==> config.mk <==
export PLATFORM = sky130hd
export DESIGN_NAME = mbe_front
export DESIGN_NICKNAME = d
export VERILOG_FILES = /design/src/design/mbe_pkg.sv /design/src/design/mbe_front.sv
export SDC_FILE = /design/constraint.sdc
export NUM_CORES = 2
export LEC_CHECK = 0
export ABC_CLOCK_PERIOD_IN_PS = 10070
export BUFFER_PORTS_ARGS = -buffer_cell sky130_fd_sc_hd__clkbuf_2
export CAP_MARGIN = 20
export CORE_MARGIN = 1.5
export CORE_UTILIZATION = 56
export DETAILED_ROUTE_END_ITERATION = 8
export PLACE_DENSITY = 0.79
export SYNTH_ARGS = -nofsm -noshare
export SYNTH_HDL_FRONTEND = slang
export SYNTH_SLANG_ARGS = --single-unit
==> constraint.sdc <==
create_clock -name clock -period 10.07 [get_ports clock]
set_clock_uncertainty 0.05 [all_clocks]
set_input_delay 2.014 -clock clock [delete_from_list [all_inputs] [get_ports clock]]
set_output_delay 2.014 -clock clock [all_outputs]
set_load 0.01 [all_outputs]
==> src/design/mbe_pkg.sv <==
// ----------------------------------------------------------------------------
// mbe_pkg: shared types, constants and functions of the escape-time colorer
// Fixed-point formats, register indexes, the color ramp and small helpers.
// ----------------------------------------------------------------------------
package mbe_pkg;

   // Sizing
   localparam int ITER_BITS       = 16;
   localparam int COORD_FRAC_BITS = 28;
   localparam int PIXEL_BITS      = 12;

   // Queue between front and core
   localparam int QUEUE_DEPTH = 2;
   localparam int QPTR_BITS   = $clog2(QUEUE_DEPTH);
   localparam int QCNT_BITS   = $clog2(QUEUE_DEPTH + 1);

   // Coordinate products in the front
   localparam int CPROD_BITS = PIXEL_BITS + 31;
   localparam int CSUM_BITS  = CPROD_BITS + 1;

   // Multiplier: quotient width after the smaller shift
   localparam int MUL_QW = 129 - COORD_FRAC_BITS;

   // Gradient position: 4 integer bits (segment) and 16 fraction bits
   localparam int GRAD_FRAC_BITS = 16;
   localparam int DIV_STEPS      = GRAD_FRAC_BITS + 4;
   localparam int DCNT_BITS      = $clog2(DIV_STEPS);
   localparam int ATX_BITS       = ITER_BITS + 4;

   localparam logic signed [63:0] FOUR_FIX = 64'sd4 <<< COORD_FRAC_BITS;
   localparam logic signed [63:0] S64_MAX  = {1'b0, {63{1'b1}}};
   localparam logic signed [63:0] S64_MIN  = {1'b1, {63{1'b0}}};

   // Register indexes
   localparam logic [2:0] CSR_START_REAL = 3'd0;
   localparam logic [2:0] CSR_START_IMAG = 3'd1;
   localparam logic [2:0] CSR_STEP_REAL  = 3'd2;
   localparam logic [2:0] CSR_STEP_IMAG  = 3'd3;
   localparam logic [2:0] CSR_ITER_LIMIT = 3'd4;

   // Register reset values
   localparam logic signed [31:0] START_REAL_RST = 32'shE000_0000;
   localparam logic signed [31:0] START_IMAG_RST = 32'sh2000_0000;
   localparam logic [30:0]        STEP_REAL_RST  = 31'd262144;
   localparam logic [30:0]        STEP_IMAG_RST  = 31'd262144;
   localparam logic [15:0]        ITER_LIMIT_RST = 16'd256;

   // One queued point c
   typedef struct packed {
      logic signed [31:0] cr;
      logic signed [31:0] ci;
   } mbe_point_type;

   // Request to the shared multiplier
   typedef struct packed {
      logic               go;
      logic               half;   // shift by one bit less (2*x*y)
      logic signed [63:0] a;
      logic signed [63:0] b;
   } mbe_mul_req_type;

   // Saturating 64-bit signed add
   function automatic logic signed [63:0] sat_add64(input logic signed [63:0] a,
                                                    input logic signed [63:0] b);
      logic signed [63:0] sum;
      begin
         sum = a + b;
         if (a[63] == b[63] && sum[63] != a[63]) begin
            sum = a[63] ? S64_MIN : S64_MAX;
         end
         return sum;
      end
   endfunction

   // Gradient ramp, eleven knots packed as {r, g, b}
   function automatic logic [23:0] ramp_rgb(input logic [3:0] idx);
      logic [23:0] rgb;
      begin
         case (idx)
            4'd0, 4'd4, 4'd8: rgb = 24'hff0000;
            4'd1, 4'd5, 4'd9: rgb = 24'h00ff00;
            4'd2, 4'd6:       rgb = 24'h0000ff;
            4'd3, 4'd7:       rgb = 24'hffff00;
            default:          rgb = 24'h000000;
         endcase
         return rgb;
      end
   endfunction

   // Linear blend of one channel, truncated
   function automatic logic [7:0] blend8(input logic [7:0] c0, input logic [7:0] c1,
                                         input logic [GRAD_FRAC_BITS-1:0] fr);
      logic signed [8:0]  diff;
      logic signed [25:0] prod;
      logic signed [25:0] val;
      begin
         diff = $signed({1'b0, c1}) - $signed({1'b0, c0});
         prod = 26'(diff) * $signed({10'd0, fr});
         val  = $signed({2'b00, c0, 16'd0}) + prod;
         return val[23:16];
      end
   endfunction

endpackage

==> src/design/mbe_front.sv <==
// ----------------------------------------------------------------------------
// mbe_front: pixel intake and point queue
// Forms c from column and row, saturates it, and queues it for the core.
// ----------------------------------------------------------------------------
module mbe_front import mbe_pkg::*; (
   input  logic                  clock,
   input  logic                  reset,
   input  logic                  start,
   output logic                  busy,
   input  logic [11:0]           req_column,
   input  logic [11:0]           req_row,
   input  logic signed [31:0]    start_real,
   input  logic signed [31:0]    start_imag,
   input  logic [30:0]           step_real,
   input  logic [30:0]           step_imag,
   input  logic                  pop,
   output logic                  point_valid,
   output mbe_point_type         point
);

   localparam logic signed [CSUM_BITS-1:0] S32_MAX = CSUM_BITS'(32'sh7fff_ffff);
   localparam logic signed [CSUM_BITS-1:0] S32_MIN = -(CSUM_BITS'(33'sh0_8000_0000));

   mbe_point_type       entry_ff [QUEUE_DEPTH];
   logic [QPTR_BITS-1:0] wr_ptr_ff, rd_ptr_ff;
   logic [QCNT_BITS-1:0] count_ff;

   logic [CPROD_BITS-1:0]       prod_r, prod_i;
   logic signed [CSUM_BITS-1:0] sum_r, sum_i;
   mbe_point_type               new_point;
   logic                        push;

   // Form c = (start_real + col*step_real, start_imag - row*step_imag)
   always_comb begin
      prod_r = CPROD_BITS'(req_column[PIXEL_BITS-1:0]) * CPROD_BITS'(step_real);
      prod_i = CPROD_BITS'(req_row[PIXEL_BITS-1:0]) * CPROD_BITS'(step_imag);
      sum_r  = CSUM_BITS'(start_real) + $signed({1'b0, prod_r});
      sum_i  = CSUM_BITS'(start_imag) - $signed({1'b0, prod_i});
      if (sum_r > S32_MAX)      new_point.cr = 32'sh7fff_ffff;
      else if (sum_r < S32_MIN) new_point.cr = 32'sh8000_0000;
      else                      new_point.cr = sum_r[31:0];
      if (sum_i > S32_MAX)      new_point.ci = 32'sh7fff_ffff;
      else if (sum_i < S32_MIN) new_point.ci = 32'sh8000_0000;
      else                      new_point.ci = sum_i[31:0];
   end

   assign busy        = (count_ff == QCNT_BITS'(QUEUE_DEPTH));
   assign push        = start && !busy;
   assign point_valid = (count_ff != '0);
   assign point       = entry_ff[rd_ptr_ff];

   // Hold queued points
   always_ff @(posedge clock) begin
      if (push) begin
         entry_ff[wr_ptr_ff] <= new_point;
      end
   end

   // Advance pointers and fill count
   always_ff @(posedge clock) begin
      if (reset) begin
         wr_ptr_ff <= '0;
         rd_ptr_ff <= '0;
         count_ff  <= '0;
      end else begin
         if (push) begin
            wr_ptr_ff <= wr_ptr_ff + 1'b1;
         end
         if (pop) begin
            rd_ptr_ff <= rd_ptr_ff + 1'b1;
         end
         if (push && !pop) begin
            count_ff <= count_ff + 1'b1;
         end else if (pop && !push) begin
            count_ff <= count_ff - 1'b1;
         end
      end
   end

   a_no_pop_empty: assert property (@(posedge clock) disable iff (reset)
      pop |-> point_valid)
      else $error("pop from an empty point queue");

   a_count_bound: assert property (@(posedge clock) disable iff (reset)
      count_ff <= QCNT_BITS'(QUEUE_DEPTH))
      else $error("point queue overfilled");

endmodule

==> impl_metrics.json <==
{
  "gr-total-overflow": 0,
  "drcViolationCount": 0,
  "crit_path_start_kind": "input pin",
  "synth.avg_cell_area_um2": 8.87,
  "maxCapViolCount": 0,
  "drt-wirelength-per-cell_um": 18.4,
  "tritoncts": "done",
  "synth_compound_area_frac": 0.113,
  "relSlewSlack": 0.423,
  "required_ns": 10.18,
  "yosys-mux-area-fraction": 0.0228,
  "max_freq_mhz": 99.5,
  "nets": 5281,
  "path_buf_inv": 11,
  "critPathTopFamily": "adder cells",
  "cp.arrival_ns": 10.17,
  "hold_viol": 0,
  "clkTransAtPathRegs_ns": 0.06,
  "worst-setup-path-type": "input pin to flip-flop",
  "tightest_slew_ns": 0.866,
  "fin_tns_setup_ns": 0,
  "async_flop_share": 0,
  "yosys.area_share.simple": 0.158,
  "final-setup-viol-count": 0,
  "slowest_delay_ns": 0.57,
  "place_area_mm2": 0.0382,
  "gp_congestion": 0.990,
  "status": "finished clean",
  "die_area_mm2": 0.0604,
  "synthCells": 3722,
  "ys_warn_count": 0,
  "yosysSeqAreaShare": 0.119,
  "dp_hpwl_um": 73700,
  "synth_top_area_cell": "fa_1",
  "syn2layout_area_growth_pct": 23.2,
  "antenna_found_initial": 5,
  "ios": 220,
  "rows": 88,
  "fin_crit_ns": 10.05,
  "netlist_area_mm2": 0.0330,
  "grt_util_all_layers": 0.298,
  "drtPass1Iterations": 5,
  "cp-end-kind": "flip-flop",
  "grt_pass1_wl_um": 145000,
  "root_buffer": "clkbuf_16",
  "yosys_most_used_dff": "edfxtp_1",
  "rsz0062_at_grt": "true",
  "final_layout_size_suffix_gt1_frac": 0.248,
  "ys_seq_elements": 133,
  "cpMostUsedCell": "fa_1",
  "timing.final.crit_share": 0.998,
  "ant_nets": 0,
  "dieWidth_um": 246,
  "synthAdderAreaFrac": 0.450,
  "cpMaxStageDelayCell": "fa_2",
  "synth_edf_count": 128,
  "synth_top_family_by_area": "adder cells",
  "syn_nets": 4713,
  "grt_pass1_vias": 28824,
  "cts_buffers": 17,
  "dieHeight_um": 246,
  "io_buffers": 219,
  "fp.coreArea_mm2": 0.0580,
  "cts.hold.buffers_added": 0,
  "viasPerCell": 5.62,
  "drt_iter0_drc": 2368,
  "finalWirelength_um": 93600,
  "vias": 28510,
  "yosys.area_share.xor_xnor": 0.0414,
  "clock_sinks": 133,
  "cp_max_fo": 7,
  "yosys.area.top_type_share": 0.353,
  "design_area_mm2": 0.0407,
  "start_util": 0.569,
  "synthMostInstantiatedCell": "inv_1",
  "h-tree-depth": 4,
  "ys_top_cells_by_area": "fa_1, edfxtp_1, ha_1, inv_1, nand2_1",
  "slew_violations": 0,
  "synthDistinctLibCells": 89,
  "cts_buffer_depth": 2,
  "grt_max_degree": 65,
  "insertion_delay_ns": 0.42,
  "hold_class": "flip-flop to flip-flop",
  "synthTopCellsByCount": "inv_1, nand2_1, fa_1, ha_1, and2_1"
}
-- what timing repair did --
item                                    CTS  global route
endpoints found under the setup margin  124           126
setup buffers                             6            14
gates cloned                              5             6
pin swaps                                21           115
endpoints found under the hold margin     0             0
gates resized for setup                  68           362
-- layer usage --
| layer | wire length [µm] | GRT usage | up-vias |
|---|---|---|---|
| li1 | - | - | 12957 |
| met1 | 39000 | 0.417 | 14059 |
| met2 | 43900 | 0.474 | 1305 |
| met3 | 7270 | 0.0493 | 189 |
| met4 | 3320 | 0.0935 | 0 |
| met5 | 0 | 0 | - |
-- layout by cell type, fill, tap and decap left out, types with 22 or more instances in the layout --
cell type    n
ha_1       236
o21ai_1     24
and2_1     198
nand4_1     23
xor2_1      61
nand3_1     32
o21bai_1    24
mux2_2      65
xnor2_1     93
clkbuf_2   180
nand2_1    619
a21oi_1    148
o21ai_2     22
buf_6       23
buf_4      472
o21ai_0     63
inv_1      640
o21ai_4     38
fa_2        25
clkbuf_16   23
fa_1       557
nor2_1      88
edfxtp_1   128
a21o_1      81
-- final cells by class --
class                   count  area (µm²)
well taps                 765         957
clock inverters            15         141
multi-input cells        2757       27100
inverters                 652        2450
diodes                      5        12.5
flip-flops and latches    133        3950
repair buffers            729        5660
fillers                  4144       17300
clock buffers              17         425
-- per-stage QoR --
stage	utilization	hold slack, ns	instances	setup slack [ns]
5_1_grt	0.701	0.488	5073	-0.334
6_report	0.701	0.470	5073	0.0163
2_1_floorplan	-	0.411	3722	0.0150
4_1_cts	0.676	0.468	5049	0.00826
3_3_place_gp	0.658	0.433	5006	-0.560
3_5_place_dp	0.658	0.457	5006	-0.780
-- registers in the layout, summed over array words and instances (netlist names), named ones only --
register / count
count_ff: 2
entry_ff: 128
rd_ptr_ff: 1
wr_ptr_ff: 1
-- cell families (layout without fill, tap and decap cells) --
logic type      after synthesis  in the layout
compound gates              574            574
xor+xnor                    156            156
fa+ha+maj                   837            837
buf+inv                     832           1413
flops                       133            133
mux                          67             67
other cells                   0              5
simple gates               1123           1123
-- worst paths after layout --
kind | start | to | slack, ns | cells past startpoint
worst max-delay path | req_column[6] | entry_ff[0][36] | 0.02 | 38
worst min-delay path | count_ff[1] | count_ff[1] | 0.47 | 2
worst max register to register | count_ff[0] | entry_ff[0][15] | 8.07 | 4
worst min register to register | count_ff[1] | count_ff[1] | 0.47 | 2
-- worst reg2reg max path, delay by kind of cell (launching register included) --
family                 cells  cell delay [ns]
DFF                        1             0.40
and+or+nand+nor            3             0.46
buffers and inverters      1             0.69
Power is not shown: default switching activity piles up to over one toggle a cycle in this logic, so the estimate is an artifact.
